===== config.mk =====
export PLATFORM = sky130hd
export DESIGN_NAME = ps2_host_byte_transceiver_core_flat
export DESIGN_NICKNAME = d
export VERILOG_FILES = /design/src/rtl/core/ps2hbt_pkg.sv /design/src/rtl/core/ps2hbt_if.sv /design/src/rtl/core/ps2hbt_cfg.sv /design/src/rtl/core/ps2hbt_fsm.sv /design/src/rtl/core/ps2_host_byte_transceiver_core.sv /design/src/flat_wrapper.sv
export SDC_FILE = /design/constraint.sdc
export NUM_CORES = 1
export LEC_CHECK = 0
export BUFFER_PORTS_ARGS = -buffer_cell sky130_fd_sc_hd__buf_2
export CAP_MARGIN = 15
export CORE_UTILIZATION = 35
export DETAILED_ROUTE_END_ITERATION = 16
export PLACE_DENSITY_LB_ADDON = 0.3
export SLEW_MARGIN = 20
export SYNTH_ARGS = -nofsm -noshare
export SYNTH_HDL_FRONTEND = slang
export SYNTH_HIERARCHICAL = 1
export SYNTH_SLANG_ARGS = --single-unit

===== constraint.sdc =====
create_clock -name clk -period 3.2 [get_ports clk]
set_clock_uncertainty 0.05 [all_clocks]
set_input_delay 0.48 -clock clk [delete_from_list [all_inputs] [get_ports clk]]
set_output_delay 0.48 -clock clk [all_outputs]
set_load 0.05 [all_outputs]

===== src/rtl/core/ps2hbt_pkg.sv =====
`timescale 1ns / 1ps
// ----------------------------------------------------------------------------
// ps2hbt_pkg
// Shared types and constants of the PS/2 host byte transceiver core.
// ----------------------------------------------------------------------------
package ps2hbt_pkg;

	// frame and counter widths
	localparam int FRAME_BITS = 8;
	localparam int TICK_W     = 10;
	localparam int BCNT_W     = 4;
	localparam int MODE_W     = 2;
	localparam int APB_DATA_W = 32;
	localparam int APB_ADDR_W = 4;

	// command codes
	localparam logic [MODE_W-1:0] MODE_TICK  = 2'd0;
	localparam logic [MODE_W-1:0] MODE_WRITE = 2'd1;
	localparam logic [MODE_W-1:0] MODE_READ  = 2'd2;

	// register indexes
	localparam logic [1:0] REG_INHIBIT   = 2'd0;
	localparam logic [1:0] REG_REQUEST   = 2'd1;
	localparam logic [1:0] REG_STOP_DLY  = 2'd2;
	localparam logic [1:0] REG_READ_HOLD = 2'd3;

	// register reset values
	localparam logic [TICK_W-1:0] INHIBIT_RST   = 10'd300;
	localparam logic [TICK_W-1:0] REQUEST_RST   = 10'd10;
	localparam logic [TICK_W-1:0] STOP_DLY_RST  = 10'd50;
	localparam logic [TICK_W-1:0] READ_HOLD_RST = 10'd100;

	// configuration register set
	typedef struct packed {
		logic [TICK_W-1:0] inhibit_ticks;
		logic [TICK_W-1:0] request_ticks;
		logic [TICK_W-1:0] stop_delay_ticks;
		logic [TICK_W-1:0] read_hold_ticks;
	} cfg_regs_t;

	// one tick request
	typedef struct packed {
		logic [MODE_W-1:0] mode;
		logic [7:0]        tx_byte;
		logic              clk_line;
		logic              data_line;
	} item_t;

	// one tick result
	typedef struct packed {
		logic       clk_drive_low;
		logic       data_drive_low;
		logic       busy_res;
		logic       write_done;
		logic       rx_valid;
		logic [7:0] rx_byte;
	} res_t;

endpackage


===== src/rtl/core/ps2hbt_if.sv =====
`timescale 1ns / 1ps
// ----------------------------------------------------------------------------
// ps2hbt_cmd_if / ps2hbt_status_if
// Valid/ready channels carrying tick requests and tick results.
// ----------------------------------------------------------------------------
interface ps2hbt_cmd_if;
	logic       valid;
	logic       ready;
	logic [1:0] mode;
	logic [7:0] tx_byte;
	logic       clk_line;
	logic       data_line;

	modport source (output valid, mode, tx_byte, clk_line, data_line, input ready);
	modport sink   (input valid, mode, tx_byte, clk_line, data_line, output ready);
endinterface

interface ps2hbt_status_if;
	logic       valid;
	logic       ready;
	logic       clk_drive_low;
	logic       data_drive_low;
	logic       busy_res;
	logic       write_done;
	logic       rx_valid;
	logic [7:0] rx_byte;

	modport source (output valid, clk_drive_low, data_drive_low, busy_res, write_done,
		rx_valid, rx_byte, input ready);
	modport sink   (input valid, clk_drive_low, data_drive_low, busy_res, write_done,
		rx_valid, rx_byte, output ready);
endinterface


===== src/rtl/core/ps2hbt_cfg.sv =====
`timescale 1ns / 1ps
// ----------------------------------------------------------------------------
// ps2hbt_cfg
// APB register file holding the four tick counts of the transceiver.
// ----------------------------------------------------------------------------
module ps2hbt_cfg (
	input  logic                                clk,
	input  logic                                arst_n,
	input  logic                                psel,
	input  logic                                penable,
	input  logic                                pwrite,
	input  logic [ps2hbt_pkg::APB_ADDR_W-1:0]   paddr,
	input  logic [ps2hbt_pkg::APB_DATA_W-1:0]   pwdata,
	output logic [ps2hbt_pkg::APB_DATA_W-1:0]   prdata,
	output logic                                pready,
	output ps2hbt_pkg::cfg_regs_t               cfg
);

	ps2hbt_pkg::cfg_regs_t cfg_q;
	logic                  wr_en;
	logic [1:0]            reg_idx;
	logic [ps2hbt_pkg::TICK_W-1:0] rd_val;

	assign pready  = 1'b1;
	assign wr_en   = psel & penable & pwrite;
	assign reg_idx = paddr[3:2];

	// register writes
	always_ff @(posedge clk or negedge arst_n) begin
		if (!arst_n) begin
			cfg_q.inhibit_ticks    <= ps2hbt_pkg::INHIBIT_RST;
			cfg_q.request_ticks    <= ps2hbt_pkg::REQUEST_RST;
			cfg_q.stop_delay_ticks <= ps2hbt_pkg::STOP_DLY_RST;
			cfg_q.read_hold_ticks  <= ps2hbt_pkg::READ_HOLD_RST;
		end else if (wr_en) begin
			case (reg_idx)
				ps2hbt_pkg::REG_INHIBIT:   cfg_q.inhibit_ticks    <= pwdata[ps2hbt_pkg::TICK_W-1:0];
				ps2hbt_pkg::REG_REQUEST:   cfg_q.request_ticks    <= pwdata[ps2hbt_pkg::TICK_W-1:0];
				ps2hbt_pkg::REG_STOP_DLY:  cfg_q.stop_delay_ticks <= pwdata[ps2hbt_pkg::TICK_W-1:0];
				ps2hbt_pkg::REG_READ_HOLD: cfg_q.read_hold_ticks  <= pwdata[ps2hbt_pkg::TICK_W-1:0];
				default: ;
			endcase
		end
	end

	// read mux
	always_comb begin
		case (reg_idx)
			ps2hbt_pkg::REG_INHIBIT:   rd_val = cfg_q.inhibit_ticks;
			ps2hbt_pkg::REG_REQUEST:   rd_val = cfg_q.request_ticks;
			ps2hbt_pkg::REG_STOP_DLY:  rd_val = cfg_q.stop_delay_ticks;
			ps2hbt_pkg::REG_READ_HOLD: rd_val = cfg_q.read_hold_ticks;
			default:                   rd_val = '0;
		endcase
	end

	assign prdata = {{(ps2hbt_pkg::APB_DATA_W-ps2hbt_pkg::TICK_W){1'b0}}, rd_val};
	assign cfg    = cfg_q;

endmodule


===== src/rtl/core/ps2hbt_fsm.sv =====
`timescale 1ns / 1ps
// ----------------------------------------------------------------------------
// ps2hbt_fsm
// Protocol sequencer: advances the write/read frame by one tick per step.
// ----------------------------------------------------------------------------
module ps2hbt_fsm #(
	parameter int FRAME_BITS = ps2hbt_pkg::FRAME_BITS
) (
	input  logic                  clk,
	input  logic                  arst_n,
	input  logic                  step,
	input  ps2hbt_pkg::item_t     item,
	input  ps2hbt_pkg::cfg_regs_t cfg,
	output ps2hbt_pkg::res_t      res
);

	// phase codes
	localparam logic [4:0] PH_IDLE    = 5'd0;
	localparam logic [4:0] PH_W_REL   = 5'd1;
	localparam logic [4:0] PH_W_INH   = 5'd2;
	localparam logic [4:0] PH_W_REQ   = 5'd3;
	localparam logic [4:0] PH_W_START = 5'd4;
	localparam logic [4:0] PH_W_BHI   = 5'd5;
	localparam logic [4:0] PH_W_BLO   = 5'd6;
	localparam logic [4:0] PH_W_PHI   = 5'd7;
	localparam logic [4:0] PH_W_PLO   = 5'd8;
	localparam logic [4:0] PH_W_SDLY  = 5'd9;
	localparam logic [4:0] PH_W_SLO   = 5'd10;
	localparam logic [4:0] PH_W_LINES = 5'd11;
	localparam logic [4:0] PH_R_FALL  = 5'd12;
	localparam logic [4:0] PH_R_START = 5'd13;
	localparam logic [4:0] PH_R_BLO   = 5'd14;
	localparam logic [4:0] PH_R_BHI   = 5'd15;
	localparam logic [4:0] PH_R_PLO   = 5'd16;
	localparam logic [4:0] PH_R_PHI   = 5'd17;
	localparam logic [4:0] PH_R_SLO   = 5'd18;
	localparam logic [4:0] PH_R_SHI   = 5'd19;
	localparam logic [4:0] PH_R_HOLD  = 5'd20;

	localparam logic [ps2hbt_pkg::BCNT_W-1:0] LAST_BIT =
		ps2hbt_pkg::BCNT_W'(FRAME_BITS);

	logic [4:0]                        phase_q,  phase_d;
	logic [ps2hbt_pkg::BCNT_W-1:0]     bcnt_q,   bcnt_d;
	logic [7:0]                        shift_q,  shift_d;
	logic                              par_q,    par_d;
	logic [ps2hbt_pkg::TICK_W-1:0]     dly_q,    dly_d;
	logic                              clk_lo_q, clk_lo_d;
	logic                              dat_lo_q, dat_lo_d;
	logic [7:0]                        rx_q,     rx_d;
	logic                              wdone, rvalid;
	logic                              dly_end;
	logic [ps2hbt_pkg::BCNT_W-1:0]     bcnt_inc;
	logic [7:0]                        shift_dn;
	logic                              par_nx;
	logic                              clk_hi, dat_hi;

	assign clk_hi   = item.clk_line;
	assign dat_hi   = item.data_line;
	assign dly_end  = (dly_q == '0);
	assign bcnt_inc = bcnt_q + 1'b1;
	assign shift_dn = {1'b0, shift_q[7:1]};
	assign par_nx   = par_q ^ shift_q[0];

	// next-state logic for one tick
	always_comb begin
		phase_d  = phase_q;
		bcnt_d   = bcnt_q;
		shift_d  = shift_q;
		par_d    = par_q;
		dly_d    = dly_q;
		clk_lo_d = clk_lo_q;
		dat_lo_d = dat_lo_q;
		rx_d     = rx_q;
		wdone    = 1'b0;
		rvalid   = 1'b0;
		case (phase_q)
			PH_IDLE: begin
				if (item.mode == ps2hbt_pkg::MODE_WRITE) begin
					clk_lo_d = 1'b0;
					dat_lo_d = 1'b0;
					shift_d  = item.tx_byte;
					par_d    = 1'b1;
					bcnt_d   = '0;
					dly_d    = cfg.inhibit_ticks;
					phase_d  = PH_W_REL;
				end else if (item.mode == ps2hbt_pkg::MODE_READ) begin
					clk_lo_d = 1'b0;
					dat_lo_d = 1'b0;
					shift_d  = '0;
					bcnt_d   = '0;
					phase_d  = PH_R_FALL;
				end
			end
			PH_W_REL: begin
				if (dly_end) begin
					clk_lo_d = 1'b1;
					dly_d    = cfg.inhibit_ticks;
					phase_d  = PH_W_INH;
				end else dly_d = dly_q - 1'b1;
			end
			PH_W_INH: begin
				if (dly_end) begin
					dat_lo_d = 1'b1;
					dly_d    = cfg.request_ticks;
					phase_d  = PH_W_REQ;
				end else dly_d = dly_q - 1'b1;
			end
			PH_W_REQ: begin
				if (dly_end) begin
					clk_lo_d = 1'b0;
					phase_d  = PH_W_START;
				end else dly_d = dly_q - 1'b1;
			end
			PH_W_START: begin
				if (!clk_hi) begin
					dat_lo_d = ~shift_q[0];
					phase_d  = PH_W_BHI;
				end
			end
			PH_W_BHI: begin
				if (clk_hi) phase_d = PH_W_BLO;
			end
			// shift out the next data bit, or the parity after the last one
			PH_W_BLO: begin
				if (!clk_hi) begin
					par_d   = par_nx;
					shift_d = shift_dn;
					bcnt_d  = bcnt_inc;
					if (bcnt_inc >= LAST_BIT) begin
						dat_lo_d = ~par_nx;
						phase_d  = PH_W_PHI;
					end else begin
						dat_lo_d = ~shift_dn[0];
						phase_d  = PH_W_BHI;
					end
				end
			end
			PH_W_PHI: begin
				if (clk_hi) phase_d = PH_W_PLO;
			end
			PH_W_PLO: begin
				if (!clk_hi) begin
					dat_lo_d = 1'b0;
					dly_d    = cfg.stop_delay_ticks;
					phase_d  = PH_W_SDLY;
				end
			end
			PH_W_SDLY: begin
				if (dly_end) phase_d = PH_W_SLO;
				else dly_d = dly_q - 1'b1;
			end
			PH_W_SLO: begin
				if (!clk_hi) phase_d = PH_W_LINES;
			end
			PH_W_LINES: begin
				if (clk_hi && dat_hi) begin
					clk_lo_d = 1'b1;
					wdone    = 1'b1;
					phase_d  = PH_IDLE;
				end
			end
			PH_R_FALL: begin
				if (!clk_hi) phase_d = PH_R_START;
			end
			PH_R_START: begin
				if (clk_hi) phase_d = PH_R_BLO;
			end
			// sample a data bit on the falling clock
			PH_R_BLO: begin
				if (!clk_hi) begin
					if (dat_hi) shift_d[bcnt_q[2:0]] = 1'b1;
					phase_d = PH_R_BHI;
				end
			end
			PH_R_BHI: begin
				if (clk_hi) begin
					bcnt_d  = bcnt_inc;
					phase_d = (bcnt_inc >= LAST_BIT) ? PH_R_PLO : PH_R_BLO;
				end
			end
			PH_R_PLO: begin
				if (!clk_hi) phase_d = PH_R_PHI;
			end
			PH_R_PHI: begin
				if (clk_hi) phase_d = PH_R_SLO;
			end
			PH_R_SLO: begin
				if (!clk_hi) phase_d = PH_R_SHI;
			end
			PH_R_SHI: begin
				if (clk_hi) begin
					clk_lo_d = 1'b1;
					dly_d    = cfg.read_hold_ticks;
					phase_d  = PH_R_HOLD;
				end
			end
			PH_R_HOLD: begin
				if (dly_end) begin
					rx_d    = shift_q;
					rvalid  = 1'b1;
					phase_d = PH_IDLE;
				end else dly_d = dly_q - 1'b1;
			end
			default: phase_d = PH_IDLE;
		endcase
	end

	// sequencer state
	always_ff @(posedge clk or negedge arst_n) begin
		if (!arst_n) begin
			phase_q  <= PH_IDLE;
			bcnt_q   <= '0;
			shift_q  <= '0;
			par_q    <= 1'b1;
			dly_q    <= '0;
			clk_lo_q <= 1'b0;
			dat_lo_q <= 1'b0;
			rx_q     <= '0;
		end else if (step) begin
			phase_q  <= phase_d;
			bcnt_q   <= bcnt_d;
			shift_q  <= shift_d;
			par_q    <= par_d;
			dly_q    <= dly_d;
			clk_lo_q <= clk_lo_d;
			dat_lo_q <= dat_lo_d;
			rx_q     <= rx_d;
		end
	end

	// result of this tick, after the update
	assign res.clk_drive_low  = clk_lo_d;
	assign res.data_drive_low = dat_lo_d;
	assign res.busy_res       = (phase_d != PH_IDLE);
	assign res.write_done     = wdone;
	assign res.rx_valid       = rvalid;
	assign res.rx_byte        = rx_d;

endmodule


===== src/rtl/core/ps2_host_byte_transceiver_core.sv =====
`timescale 1ns / 1ps
// ----------------------------------------------------------------------------
// ps2_host_byte_transceiver_core
// PS/2 host controller stepped by one tick request per item.
// ----------------------------------------------------------------------------
//  port      dir   handshake          payload
//  cmd       in    valid / ready      mode, tx_byte, clk_line, data_line
//  status    out   valid / ready      line drivers, busy, done pulses, rx_byte
//  apb       in    psel / penable     tick count registers 0x0 .. 0xC
//
//  one tick request per cycle while the result is not stalled; a request
//  passes the input register, then the sequencer step into the result register
//  arst_n resets the sequencer, the stage valids and the tick count registers
//  a stalled result holds its register; the input stage keeps taking
//  requests while the result register drains in the same cycle
// ----------------------------------------------------------------------------
module ps2_host_byte_transceiver_core #(
	parameter int FRAME_BITS = ps2hbt_pkg::FRAME_BITS
) (
	input  logic                              clk,
	input  logic                              arst_n,
	ps2hbt_cmd_if.sink                        cmd,
	ps2hbt_status_if.source                   status,
	input  logic                              psel,
	input  logic                              penable,
	input  logic                              pwrite,
	input  logic [ps2hbt_pkg::APB_ADDR_W-1:0] paddr,
	input  logic [ps2hbt_pkg::APB_DATA_W-1:0] pwdata,
	output logic [ps2hbt_pkg::APB_DATA_W-1:0] prdata,
	output logic                              pready
);

	ps2hbt_pkg::cfg_regs_t cfg;
	ps2hbt_pkg::item_t     item_s1;
	ps2hbt_pkg::res_t      res_nx;
	ps2hbt_pkg::res_t      res_q;
	logic                  vld_s1;
	logic                  res_vld_q;
	logic                  advance;

	// register file
	ps2hbt_cfg u_cfg (
		.clk     (clk),
		.arst_n  (arst_n),
		.psel    (psel),
		.penable (penable),
		.pwrite  (pwrite),
		.paddr   (paddr),
		.pwdata  (pwdata),
		.prdata  (prdata),
		.pready  (pready),
		.cfg     (cfg)
	);

	// stage handshake
	assign advance   = vld_s1 & (~res_vld_q | status.ready);
	assign cmd.ready = ~vld_s1 | advance;

	// input register
	always_ff @(posedge clk or negedge arst_n) begin
		if (!arst_n) vld_s1 <= 1'b0;
		else if (cmd.ready) vld_s1 <= cmd.valid;
	end

	always_ff @(posedge clk) begin
		if (cmd.ready && cmd.valid) begin
			item_s1.mode      <= cmd.mode;
			item_s1.tx_byte   <= cmd.tx_byte;
			item_s1.clk_line  <= cmd.clk_line;
			item_s1.data_line <= cmd.data_line;
		end
	end

	// sequencer
	ps2hbt_fsm #(
		.FRAME_BITS (FRAME_BITS)
	) u_fsm (
		.clk    (clk),
		.arst_n (arst_n),
		.step   (advance),
		.item   (item_s1),
		.cfg    (cfg),
		.res    (res_nx)
	);

	// result register
	always_ff @(posedge clk or negedge arst_n) begin
		if (!arst_n) res_vld_q <= 1'b0;
		else if (advance) res_vld_q <= 1'b1;
		else if (status.ready) res_vld_q <= 1'b0;
	end

	always_ff @(posedge clk) begin
		if (advance) res_q <= res_nx;
	end

	assign status.valid          = res_vld_q;
	assign status.clk_drive_low  = res_q.clk_drive_low;
	assign status.data_drive_low = res_q.data_drive_low;
	assign status.busy_res       = res_q.busy_res;
	assign status.write_done     = res_q.write_done;
	assign status.rx_valid       = res_q.rx_valid;
	assign status.rx_byte        = res_q.rx_byte;

endmodule


===== src/flat_wrapper.sv =====
// flat-port wrapper written by rule: the top's interface ports become plain ports
module ps2_host_byte_transceiver_core_flat 
#(
	parameter int FRAME_BITS = ps2hbt_pkg::FRAME_BITS
)
  (clk, arst_n, psel, penable, pwrite, paddr, pwdata, prdata, pready, cmd_valid, cmd_mode, cmd_tx_byte, cmd_clk_line, cmd_data_line, cmd_ready, status_valid, status_clk_drive_low, status_data_drive_low, status_busy_res, status_write_done, status_rx_valid, status_rx_byte, status_ready);
  ps2hbt_cmd_if cmd_i ();
  ps2hbt_status_if status_i ();
  input  logic clk;
  input  logic arst_n;
  input  logic psel;
  input  logic penable;
  input  logic pwrite;
  input  logic [ps2hbt_pkg::APB_ADDR_W-1:0] paddr;
  input  logic [ps2hbt_pkg::APB_DATA_W-1:0] pwdata;
  output logic [ps2hbt_pkg::APB_DATA_W-1:0] prdata;
  output logic pready;
  input wire logic [$bits(cmd_i.valid)-1:0] cmd_valid;
  input wire logic [$bits(cmd_i.mode)-1:0] cmd_mode;
  input wire logic [$bits(cmd_i.tx_byte)-1:0] cmd_tx_byte;
  input wire logic [$bits(cmd_i.clk_line)-1:0] cmd_clk_line;
  input wire logic [$bits(cmd_i.data_line)-1:0] cmd_data_line;
  output wire logic [$bits(cmd_i.ready)-1:0] cmd_ready;
  output wire logic [$bits(status_i.valid)-1:0] status_valid;
  output wire logic [$bits(status_i.clk_drive_low)-1:0] status_clk_drive_low;
  output wire logic [$bits(status_i.data_drive_low)-1:0] status_data_drive_low;
  output wire logic [$bits(status_i.busy_res)-1:0] status_busy_res;
  output wire logic [$bits(status_i.write_done)-1:0] status_write_done;
  output wire logic [$bits(status_i.rx_valid)-1:0] status_rx_valid;
  output wire logic [$bits(status_i.rx_byte)-1:0] status_rx_byte;
  input wire logic [$bits(status_i.ready)-1:0] status_ready;
  assign cmd_i.valid = cmd_valid;
  assign cmd_i.mode = cmd_mode;
  assign cmd_i.tx_byte = cmd_tx_byte;
  assign cmd_i.clk_line = cmd_clk_line;
  assign cmd_i.data_line = cmd_data_line;
  assign cmd_ready = cmd_i.ready;
  assign status_valid = status_i.valid;
  assign status_clk_drive_low = status_i.clk_drive_low;
  assign status_data_drive_low = status_i.data_drive_low;
  assign status_busy_res = status_i.busy_res;
  assign status_write_done = status_i.write_done;
  assign status_rx_valid = status_i.rx_valid;
  assign status_rx_byte = status_i.rx_byte;
  assign status_i.ready = status_ready;
  ps2_host_byte_transceiver_core #(.FRAME_BITS(FRAME_BITS)) u_core (.clk(clk), .arst_n(arst_n), .cmd(cmd_i), .status(status_i), .psel(psel), .penable(penable), .pwrite(pwrite), .paddr(paddr), .pwdata(pwdata), .prdata(prdata), .pready(pready));
endmodule

=== Word level (Yosys, flattened, before mapping) ===
Cells that the tools add are included.
Widths: inputs -> output; s select.

* Register bits: 105
* Bits of input ports: 55
* Logic and storage cells: 166

* Add/sub/neg operators: 2
* $lt $le $gt $ge: 3
* Eq/ne operators: 34
* Muxes and demuxes: 70
* Bitwise gates (word level): 12
* Reductions and logical operators: 21

{| class="wikitable"
|+ Operators by type and width
! kind !! count
|-
| $mux 5 || 23
|-
| $pmux 5 s21 || 1
|-
| $mux 10 || 6
|-
| $pmux 10 s6 || 1
|-
| $mux 8 || 7
|-
| $eq 5x4->1 const B || 8
|-
| $pmux 10 s4 || 1
|-
| $eq 5x5->1 const B || 5
|-
| $pmux 8 s3 || 1
|-
| $eq 5x3->1 const B || 4
|-
| $mux 1 || 20
|-
| $mux 4 || 4
|-
| $pmux 4 s3 || 1
|-
| $reduce_and 6->1 || 2
|-
| $eq 5x2->1 const B || 2
|-
| $logic_not 10->1 || 1
|-
| $ne 2x2->1 const B || 5
|-
| $pmux 1 s5 || 2
|-
| $sub 10x1->10 const B || 1
|-
| $or 8x8->8 || 1
|-
| $reduce_and 2->1 || 4
|-
| $eq 2x2->1 const B || 3
|-
| $ne 2x1->1 const B || 3
|-
| $reduce_bool 3->1 || 2
|-
| 23 further kinds || 34
|}

=== Logic depth before layout (Yosys ltp) ===
Gate-level depths: netlist of run 1.

* Depth in word-level cells: 8
* Mapped depth: 11

=== By module ===
Netlist of run 1, hierarchy kept.

{| class="wikitable"
|+ Modules (own cells, without submodules)
! module !! instances !! cells an instance !! area each (µm²) !! seq. area each (µm²)
|-
| ps2hbt_fsm || 1 || 394 || 3268.1 || 952.2
|-
| ps2hbt_cfg || 1 || 125 || 2005.7 || 1016.0
|-
| ps2_host_byte_transceiver_core || 1 || 33 || 854.6 || 800.8
|}

=== Least setup slack after synthesis of run 1 ===
No wires, ideal clock.

* Kind: reg-to-reg
* Start point: register u_core.res_vld_q, in the netlist u_core/status.valid
* End point: register u_core/u_fsm/bcnt_q[2] in the netlist's numbering
* Setup time: 87 ps
* Arrival time: 2378 ps
* Required time: 3063 ps
* Path slack: 685 ps
* Cell stages (with the launch flop): 8
* Buffers on the path: 1
* Period minus slack after synthesis: 2515 ps
* Cells stage by stage: dfrtp_1 nand2b_1 and2_1 clkbuf_1 o21ai_0 a211o_1 or3_1 a22oi_1

* Cells in the longest elaborated chain, start to end: 4

{| class="wikitable"
|+ RTL lines
! what !! RTL line !! text
|-
| from (decl) || ps2_host_byte_transceiver_core.sv:38 || <nowiki>logic res_vld_q;</nowiki>
|-
| from (signal assigned) || ps2_host_byte_transceiver_core.sv:88 || <nowiki>if (!arst_n) res_vld_q <= 1'b0;</nowiki>
|-
| from (signal assigned) || ps2_host_byte_transceiver_core.sv:89 || <nowiki>else if (advance) res_vld_q <= 1'b1;</nowiki>
|-
| from (signal assigned) || ps2_host_byte_transceiver_core.sv:90 || <nowiki>else if (status.ready) res_vld_q <= 1'b0;</nowiki>
|-
| $not 1->1 || ps2_host_byte_transceiver_core.sv:56 || <nowiki>assign advance = vld_s1 & (~res_vld_q | status.ready);</nowiki>
|-
| $or 1x1->1 || ps2_host_byte_transceiver_core.sv:56 ||
|-
| $and 1x1->1 || ps2_host_byte_transceiver_core.sv:56 ||
|-
| named net u_core.advance || ps2_host_byte_transceiver_core.sv:39 || <nowiki>logic advance;</nowiki>
|-
| $reduce_and 5->1 (no line) || -- ||
|-
| to (signal assigned) || ps2hbt_fsm.sv:222 || <nowiki>bcnt_q <= bcnt_d;</nowiki>
|-
| to (decl) || ps2hbt_fsm.sv:44 || <nowiki>logic [ps2hbt_pkg::BCNT_W-1:0] bcnt_q, bcnt_d;</nowiki>
|}

The timed path passes the listed nets, and every way through them passes these cells.
A chain may end at the register's enable or synchronous reset.

=== Final worst setup path of run 1 ===
* Start point: register u_core.u_fsm.phase_q[3]
* End point: register u_core/u_fsm/dly_q[2] in the netlist's numbering

* Cells in the longest elaborated chain, start to end: 4
* Elaborated cells on any way between the ends: 16
* Those cells by class: eq/ne: 11; mux: 1; reduce/logical: 4

{| class="wikitable"
|+ RTL lines
! what !! RTL line !! text
|-
| from (decl) || ps2hbt_fsm.sv:43 || <nowiki>logic [4:0] phase_q, phase_d;</nowiki>
|-
| from (signal assigned) || ps2hbt_fsm.sv:221 || <nowiki>phase_q <= phase_d;</nowiki>
|-
| $eq 5x5->1, or another cell as far along || ps2hbt_fsm.sv:77 || <nowiki>case (phase_q)</nowiki>
|-
| $reduce_or 3->1 (no line) || -- ||
|-
| $reduce_bool 6->1 (no line) / $ne 2x2->1 (equally long branches) || -- ||
|-
| $reduce_and 6->1 (no line) || -- ||
|-
| to (signal assigned) || ps2hbt_fsm.sv:225 || <nowiki>dly_q <= dly_d;</nowiki>
|-
| to (decl) || ps2hbt_fsm.sv:47 || <nowiki>logic [ps2hbt_pkg::TICK_W-1:0] dly_q, dly_d;</nowiki>
|}

Several ways; a longest one is shown, not always the timed one.

==> results of run 1 <==
-- routing by layer --
metal | vias up | wire (um) | global-route usage
li1 | 2090 | - | -
met1 | 2169 | 6450 | 0.208
met2 | 149 | 6700 | 0.274
met3 | 16 | 592 | 0.0283
met4 | 0 | 204 | 0.0574
met5 | - | 0 | 0
-- registers in the layout, summed over array words and instances, names as in the netlist, 4 cells and up --
register,cells
u_core/u_fsm/phase_q,5
u_core/status.rx_byte,8
u_core/u_fsm/dly_q,10
u_core/u_fsm/bcnt_q,4
u_core/u_fsm/rx_q,8
u_core/item_s1,12
u_core/u_cfg/cfg,40
u_core/u_fsm/shift_q,8
-- cells by family after synthesis --
family                     count (synthesis)
and+or+nand+nor                          160
AOI/OAI and AO/OA                        134
DFF                                      105
buffers and inverters                     77
muxes                                     60
xor gates and xnor gates                   9
adders and majority gates                  5
other                                      2
-- synth_stat cells (3+ instances only) --
cell / number
a31oi_1: 3
edfxtp_1: 25
or3b_2: 4
a22o_1: 7
nor2_2: 4
nor3_1: 9
and2_1: 3
dfrtp_1: 67
nor3_2: 3
dfstp_2: 13
a22oi_1: 19
nor2_1: 26
ha_1: 5
nand3b_1: 7
buf_6: 11
nand4_1: 3
nor4_1: 6
mux2_4: 11
o21ai_0: 27
mux2_2: 38
mux4_2: 10
and3_1: 3
o221ai_1: 5
a2bb2oi_1: 8
a21oi_1: 23
o21ai_1: 6
a311oi_1: 4
inv_1: 16
o22ai_1: 7
nand2_1: 46
or3_1: 5
xnor2_1: 8
nand3_1: 9
o31ai_1: 3
clkbuf_1: 8
buf_4: 31
buf_2: 10
nand2b_1: 8
-- power by group --
part | switching (mW) | internal, mW | total [mW]
Combinational | 1.32 | 0.896 | 2.22
Sequential | 0.374 | 1.72 | 2.09
Clock | 0.557 | 0.561 | 1.12
-- cell type report --
type	count	area [um^2]	area share
repair buffers	71	402	0.0594
inverters	17	63.8	0.00943
flip-flops and latches	105	2770	0.409
clock inverters	7	78.8	0.0117
well taps	225	282	0.0416
multi-input cells	391	2940	0.435
clock buffers	9	225	0.0333
-- worst max-delay path, delay by kind of cell, from the launching register on --
family,cells,cell delay [ns]
compound gates,5,1.72
xor+xnor,1,0.14
flops,1,0.81
-- final timing paths --
| path | endpoint | cells past startpoint | slack (ns) | startpoint |
|---|---|---|---|---|
| min in group clk | u_core/item_s1[6] | 1 | 0.24 | cmd_tx_byte[4] |
| max in group asynchronous | u_core/u_fsm/dly_q[5] | 1 | 2.49 | arst_n |
| worst max-delay path | u_core/u_fsm/dly_q[2] | 6 | 0.36 | u_core/u_fsm/phase_q[3] |
| worst min register to register | u_core/u_fsm/rx_q[3] | 2 | 0.44 | u_core/u_fsm/rx_q[3] |
| worst min-delay path | u_core/u_cfg/cfg[13] | 1 | 0.11 | arst_n |
| worst max register to register | u_core/u_fsm/dly_q[2] | 6 | 0.36 | u_core/u_fsm/phase_q[3] |
==> out/results.ini, run 1 <==
[routing]
drt_iter0_markers = 204
viasPerCell = 5.36
drc_errors = 0
wire_per_inst_um = 16.9
vias = 4424
wl_um = 13900
ant_nets = 0
first_pass_iters = 4

[synth]
synthDominantCellAreaShare = 0.274
synth-edff-count = 25
synthTopCellsByArea = dfrtp_1, edfxtp_1, mux2_2
async_flop_share = 0.762
syn_inst = 552
syn-cell-area_um2 = 6130
yosysWarningCount = 6
synth-seq-area-share = 0.452
synth_xor_area_frac = 0.0129
yosysTopAreaCell = dfrtp_1
synth_simple_gate_area_frac = 0.152
syn_avg_cell_area_um2 = 11.1
synthAdderAreaFrac = 0.0102
synth_cell_types = 77
synth_compound_area_frac = 0.155
ys.flop_type = dfrtp_1
synth_seq_cells = 105
synth_top_family_by_area = compound AO/OA/AOI/OAI gates
synthMuxAreaShare = 0.135

[critical_path]
critPathCaptureType = register
required_ns = 3.40
start_kind = register
slowest_stage = a2111oi_4
path_max_fanout = 20
max_stage_delay_ns = 0.89
critPathKind = register to register
cp_cell_sequence = xor2_1 > a2bb2oi_1 > o22ai_1 > a2111oi_4 > o21ai_1 > a22o_1
worstPathArrival_ns = 3.04

[place]
place.gp.congestion = 0.869
placed_cells = 809
portBuffers = 55
post_dp_cell_area_um2 = 6460
dp_hpwl_um = 9820
dp_slack_ns = 0.390

[pwr]
p_leak_nw = 2.78
ir_drop_v = 0.000407
finalPower_mw = 5.43
pwr_density_cell_nw_per_um2 = 802

[global_route]
grt_overflow = 0
antenna_found_initial = 0
grt_max_degree = 81
grt_pass1_vias = 4383
grt_use_total = 0.162
grt_pass1_wl_um = 22800

[timing]
timing.setup.tns_ns = 0
hold_viol_final = 0
fmax_mhz = 352
worstMarginPinSlew_ns = 1.02
holdWs_ns = 0.107
rsz0062_at_grt = no
fin_crit_ns = 2.84
setup-violations-final = 0
relSlewSlack = 0.318
fin_crit_sh = 0.888
worst_slack_ns = 0.358
slew_viol_final = 0

[floorplanning]
dieArea_um2 = 18000
core_area_um2 = 17200
initial_core_util = 0.357
row_count = 48
die_w_um = 134
ios = 103
dieHeight_um = 134

[clock_tree]
cts_buffers = 9
clock_sinks = 105
htreeDepth = 3
path_clk_slew_ns = 0.08
cts_root_buf = clkbuf_16
clockBufferDepth = 2
cts_tree = yes
clk_latency_ns = 0.36
cts-hold-fix-buffers = 0
cts_setup_buffers = 0
ctsResizeCount = 0

[status]
status = completed

[job]
drv_cap = 0

[worst_hold_path]
worstHoldPathType = primary input to async pin

[final_layout]
mostFrequentLayoutCells = dfrtp_1, buf_2, nand2_1, mux2_2, o21ai_0
antenna_cells = 0
drive_gt1_frac = 0.322
fin_area_um2 = 6760
fillCellCount = 1710
area_growth_pct = 10.4
nets = 655
fin_util = 0.394
final_cells = 825
layout_commonest_cell = dfrtp_1

Note: power is estimated with default switching activity, not from simulation.
==> inputs of run 2 (changes only) <==
--- a/config.mk
+++ b/config.mk
@@ -9,4 +9,5 @@
 export CAP_MARGIN = 15
 export CORE_UTILIZATION = 35
+export CTS_BUF_LIST = sky130_fd_sc_hd__clkbuf_8
 export DETAILED_ROUTE_END_ITERATION = 16
 export PLACE_DENSITY_LB_ADDON = 0.3
--- a/constraint.sdc
+++ b/constraint.sdc
@@ -3,3 +3,3 @@
 set_input_delay 0.48 -clock clk [delete_from_list [all_inputs] [get_ports clk]]
 set_output_delay 0.48 -clock clk [all_outputs]
-set_load 0.05 [all_outputs]
+set_load 0.005 [all_outputs]
==> out/results.ini, run 2 (synthesized netlist as in run 1, its figures left out) <==
[timing]
fin_crit_sh = 0.885  ; was 0.888
setup-violations-final = 0  ; unchanged
hold_viol_final = 0  ; unchanged
worstMarginPinSlew_ns = 1.02  ; about the same
fin_crit_ns = 2.83  ; was 2.84 ns
timing.setup.tns_ns = 0  ; unchanged
rsz0062_at_grt = no  ; unchanged
relSlewSlack = 0.319  ; was 0.318
slew_viol_final = 0  ; unchanged
holdWs_ns = 0.0725  ; was 0.107 ns
fmax_mhz = 353  ; was 352 MHz

[critical_path]
critPathKind = register to register  ; unchanged
start_kind = register  ; unchanged
path_max_fanout = 20  ; unchanged
worstPathArrival_ns = 3.07  ; was 3.04 ns
critPathCaptureType = register  ; unchanged
required_ns = 3.44  ; was 3.40 ns
critPathLaunch = u_core/u_fsm/phase_q[3]  ; unchanged
r2r-start = u_core/u_fsm/phase_q[3]  ; unchanged

[global_route]
grt_use_total = 0.161  ; was 0.162
grt_pass1_wl_um = 22700  ; was 22800 um
grt_max_degree = 81  ; unchanged
grt_pass1_vias = 4387  ; was 4383
grt_overflow = 0  ; unchanged
antenna_found_initial = 0  ; unchanged

[pwr]
ir_drop_v = 0.000333  ; was 0.000407 V
pwr_density_cell_nw_per_um2 = 733  ; was 802 nW/um^2
finalPower_mw = 4.88  ; was 5.43 mW
p_leak_nw = 2.74  ; was 2.78 nW

[clock_tree]
clockBufferDepth = 2  ; unchanged
cts-hold-fix-buffers = 0  ; unchanged
cts_root_buf = clkbuf_8  ; was clkbuf_16
clock_sinks = 105  ; unchanged
cts_buffers = 9  ; unchanged
clk_latency_ns = 0.38  ; was 0.36 ns
ctsResizeCount = 0  ; unchanged
path_clk_slew_ns = 0.11  ; was 0.08 ns
cts_setup_buffers = 0  ; unchanged
cts_tree = yes  ; unchanged
htreeDepth = 3  ; unchanged

[routing]
ant_nets = 0  ; unchanged
viasPerCell = 5.38  ; was 5.36
vias = 4437  ; was 4424
drc_errors = 0  ; unchanged
first_pass_iters = 5  ; was 4
drt_iter0_markers = 218  ; was 204
wire_per_inst_um = 16.9  ; about the same
wl_um = 13900  ; about the same

[worst_hold_path]
worstHoldPathType = primary input to async pin  ; unchanged

[floorplanning]
row_count = 48  ; unchanged
dieHeight_um = 134  ; unchanged
initial_core_util = 0.357  ; unchanged
ios = 103  ; unchanged
die_w_um = 134  ; unchanged
core_area_um2 = 17200  ; unchanged
dieArea_um2 = 18000  ; unchanged

[final_layout]
nets = 655  ; unchanged
fillCellCount = 1717  ; was 1710
antenna_cells = 0  ; unchanged
drive_gt1_frac = 0.322  ; unchanged
layout_commonest_cell = dfrtp_1  ; unchanged
area_growth_pct = 8.72  ; was 10.4%
mostFrequentLayoutCells = dfrtp_1, buf_2, nand2_1, mux2_2, o21ai_0  ; unchanged
largest_reg_flops = 40  ; unchanged

[job]
drv_cap = 0  ; unchanged

[place]
portBuffers = 55  ; unchanged
dp_hpwl_um = 9820  ; unchanged
place.gp.congestion = 0.869  ; unchanged

[status]
status = completed  ; unchanged

-- run 2: cell counts in the layout (fill, tap and decap cells not counted) --
Identical to the previous run, type by type.
-- run 2: worst max-delay path, stage by stage, from the launching register on --
cell       delay [ns]
dfrtp_1          0.82
xor2_1           0.14
a2bb2oi_1        0.24
o22ai_1          0.16
a2111oi_4        0.89
o21ai_1          0.15
a22o_1           0.27
-- run 2: power by group --
part / switching, mW / internal, mW / total, mW
logic: 1.06 / 0.894 / 1.95
clock network: 0.521 / 0.315 / 0.836
registers: 0.376 / 1.72 / 2.09
total: 1.96 / 2.93 / 4.88
-- run 2: cell type report --
| class | count | area [um^2] | area share |
|---|---|---|---|
| clock buffer | 9 | 124 | 0.0186 |
| sequential | 105 | 2770 | 0.416 |
| clock inverter | 7 | 78.8 | 0.0118 |
| tap | 225 | 282 | 0.0423 |
| multi-input combinational | 391 | 2940 | 0.442 |
| inverter | 17 | 63.8 | 0.00958 |
| timing repair buffer | 71 | 402 | 0.0603 |
-- run 2: per-layer routing --
metal / up-vias / track usage / part of all wire
li1: 2088 / - / -
met1: 2182 / 0.207 / 0.45
met2: 149 / 0.272 / 0.48
met3: 18 / 0.0280 / 0.052
met4: 0 / 0.0599 / 0.018
met5: - / 0 / 0
-- run 2: worst paths after layout --
kind,to,slack (ns),cells after the start
max in group asynchronous,u_core/u_fsm/dly_q[5],2.52,1
setup reg to reg,u_core/u_fsm/dly_q[2],0.37,6
hold reg to reg,u_core/u_fsm/rx_q[3],0.45,2
setup / recovery,u_core/u_fsm/dly_q[2],0.37,6
min in group clk,u_core/item_s1[6],0.21,1
hold / removal,u_core/u_cfg/cfg[13],0.07,1
-- run 2: per-stage QoR --
step | util | cell area, um^2 | cells | setup WS (ns)
floorplan | - | 6210 | 573 | 0.865
global route | 0.388 | 6660 | 825 | 0.0965
finish | 0.388 | 6660 | 825 | 0.368
CTS | 0.388 | 6660 | 825 | 0.366
global placement | 0.376 | 6460 | 809 | 0.451
detailed placement | 0.376 | 6460 | 809 | 0.390
==> inputs of run 3 (changes only) <==
- ABC_AREA: default -> 1
==> out/results.ini, run 3 <==
[place]
placed_cells = 1157  ; was 809
dp_hpwl_um = 12200  ; was 9820 um
place.gp.congestion = 0.880  ; was 0.869
dp_slack_ns = 0.764  ; was 0.390 ns
portBuffers = 55  ; unchanged

[final_layout]
fillCellCount = 1905  ; was 1717
antenna_cells = 0  ; unchanged
final_cells = 1173  ; was 825
mostFrequentLayoutCells = nand2_1, nand3_1, inv_1, dfrtp_1, nor2_1  ; was dfrtp_1, buf_2, nand2_1, mux2_2, o21ai_0
layout_commonest_cell = nand2_1  ; was dfrtp_1
area_growth_pct = 9.43  ; was 8.72%
drive_gt1_frac = 0.139  ; was 0.322
nets = 999  ; was 655
largest_reg_flops = 40  ; unchanged

[global_route]
grt_pass1_wl_um = 28000  ; was 22700 um
grt_use_total = 0.194  ; was 0.161
antenna_found_initial = 0  ; unchanged
grt_pass1_vias = 5260  ; was 4387
grt_max_degree = 55  ; was 81
grt_overflow = 0  ; unchanged

[synth]
synthDominantCellAreaShare = 0.263  ; was 0.274
syn_avg_cell_area_um2 = 7.15  ; was 11.1 um^2
synth-seq-area-share = 0.434  ; was 0.452
synthTopCellsByArea = dfrtp_1, nand2_1, edfxtp_1  ; was dfrtp_1, edfxtp_1, mux2_2
synth_seq_cells = 105  ; unchanged
syn_inst = 893  ; was 552
ys.flop_type = dfrtp_1  ; unchanged
synth_cell_types = 39  ; was 77
synth-edff-count = 25  ; unchanged
yosysTopAreaCell = dfrtp_1  ; unchanged
synth_most_common_cell = nand2_1  ; was dfrtp_1
async_flop_share = 0.762  ; unchanged
syn-cell-area_um2 = 6380  ; was 6130 um^2
yosysWarningCount = 6  ; unchanged
ys_top_cells_by_count = nand2_1, nand3_1, inv_1  ; was dfrtp_1, nand2_1, mux2_2

[routing]
drt_iter0_markers = 634  ; was 218
m1WireLength_um = 8340  ; was 6270 um
ant_nets = 0  ; unchanged
vias = 5738  ; was 4437
wl_um = 17000  ; was 13900 um
route.met2.wl_um = 7220  ; was 6690 um
top_layer = met4  ; unchanged
route.met3.wl_um = 1140  ; was 725 um
viasPerCell = 4.89  ; was 5.38
wire_per_inst_um = 14.5  ; was 16.9 um
first_pass_iters = 5  ; unchanged
drc_errors = 0  ; unchanged

[timing]
fin_crit_sh = 0.785  ; was 0.885
relSlewSlack = 0.503  ; was 0.319
fin_crit_ns = 2.51  ; was 2.83 ns
slew_viol_final = 0  ; unchanged
rsz0062_at_grt = no  ; unchanged
setup-violations-final = 0  ; unchanged
fmax_mhz = 398  ; was 353 MHz
timing.setup.tns_ns = 0  ; unchanged
worst_slack_ns = 0.687  ; was 0.368 ns
worstMarginPinSlew_ns = 0.745  ; was 1.02 ns
hold_viol_final = 0  ; unchanged

[critical_path]
critPathCaptureType = register  ; unchanged
max_stage_delay_ns = 0.58  ; was 0.89 ns
worstPathArrival_ns = 2.75  ; was 3.07 ns
cp_cell_sequence = inv_2 > nand2_1 > nor2_1 > nand2_1 > nand3_1 > nor2_1 > nand2_1 > nand3_2 > o21ai_0 > nand2_1  ; was xor2_1 > a2bb2oi_1 > o22ai_1 > a2111oi_4 > o21ai_1 > a22o_1
critPathKind = register to register  ; unchanged
crit_buf_inv = 1  ; was 0
path_common_cell = nand2_1
start_kind = register  ; unchanged
slowest_stage = dfrtp_1  ; was a2111oi_4
path_max_fanout = 13  ; was 20
required_ns = 3.44  ; about the same
critPathTopFamily = simple AND/OR/NAND/NOR gates  ; was compound AO/OA/AOI/OAI gates

[clock_tree]
clock_sinks = 105  ; unchanged
cts_tree = yes  ; unchanged
clk_latency_ns = 0.40  ; was 0.38 ns
cts_buffers = 9  ; unchanged
htreeDepth = 3  ; unchanged
clockBufferDepth = 2  ; unchanged
ctsResizeCount = 0  ; unchanged
path_clk_slew_ns = 0.11  ; about the same
cts-hold-fix-buffers = 0  ; unchanged
cts_root_buf = clkbuf_8  ; unchanged
cts_setup_buffers = 0  ; unchanged

[pwr]
p_leak_nw = 3.56  ; was 2.74 nW
ir_drop_v = 0.000261  ; was 0.000333 V
pwr_density_cell_nw_per_um2 = 688  ; was 733 nW/um^2
finalPower_mw = 4.81  ; was 4.88 mW

[job]
drv_cap = 0  ; unchanged

[floorplanning]
row_count = 49  ; was 48
dieHeight_um = 137  ; was 134 um
core_area_um2 = 17900  ; was 17200 um^2
die_w_um = 137  ; was 134 um
dieArea_um2 = 18800  ; was 18000 um^2
ios = 103  ; unchanged
initial_core_util = 0.356  ; was 0.357

[status]
status = completed  ; unchanged

[worst_hold_path]
worstHoldPathType = primary input to async pin  ; unchanged

-- run 3: cell type report --
type | instances | area (um^2) | share of cell area
Multi-Input combinational cell | 675 | 3050 | 0.437
Sequential cell | 105 | 2770 | 0.397
Timing Repair Buffer | 63 | 338 | 0.0484
Inverter | 85 | 319 | 0.0457
Tap cell | 229 | 287 | 0.0410
Clock buffer | 9 | 124 | 0.0177
Clock inverter | 7 | 93.8 | 0.0134
-- run 3: cells by family (layout without fill, tap and decap cells) --
family | count (synthesis) | count (layout) | synth area share
AOI/OAI and AO/OA | 68 | 68 | 0.0600
other | 2 | 23 | 0.00118
DFF | 105 | 105 | 0.434
xor gates and xnor gates | 7 | 7 | 0.00961
buffers and inverters | 134 | 164 | 0.102
and+or+nand+nor | 572 | 572 | 0.384
adders and majority gates | 5 | 5 | 0.00980
-- run 3: final timing paths --
check	startpoint	end	slack (ns)	depth (start not counted)
max	u_core/u_fsm/phase_q[4]	u_core/u_fsm/dly_q[6]	0.69	10
min	arst_n	u_core/vld_s1	0.08	1
max reg2reg	u_core/u_fsm/phase_q[4]	u_core/u_fsm/dly_q[6]	0.69	10
min reg2reg	u_core/u_cfg/cfg[6]	u_core/u_cfg/cfg[6]	0.44	2
max in group asynchronous	arst_n	u_core/u_fsm/par_q	2.23	2
min in group clk	cmd_clk_line	u_core/item_s1[1]	0.20	1
-- run 3: routing by layer --
layer / vias up / global-route usage
met2: 211 / 0.279
met1: 2615 / 0.287
met4: 0 / 0.0665
met3: 21 / 0.0374
li1: 2891 / -
met5: - / 0
-- run 3: per-stage QoR --
step / instance area (um^2) / hold WS (ns) / util
after floorplan: 6460 / 0.134 / -
after global placement: 6770 / 0.411 / 0.378
after detailed placement: 6770 / 0.416 / 0.378
after CTS: 6980 / 0.0961 / 0.390
after global routing: 6980 / 0.120 / 0.390
final: 6980 / 0.0789 / 0.390
-- run 3: power by group --
part	switching, mW	internal (mW)
combinational	1.29	0.619
sequential	0.293	1.69
clock	0.534	0.384
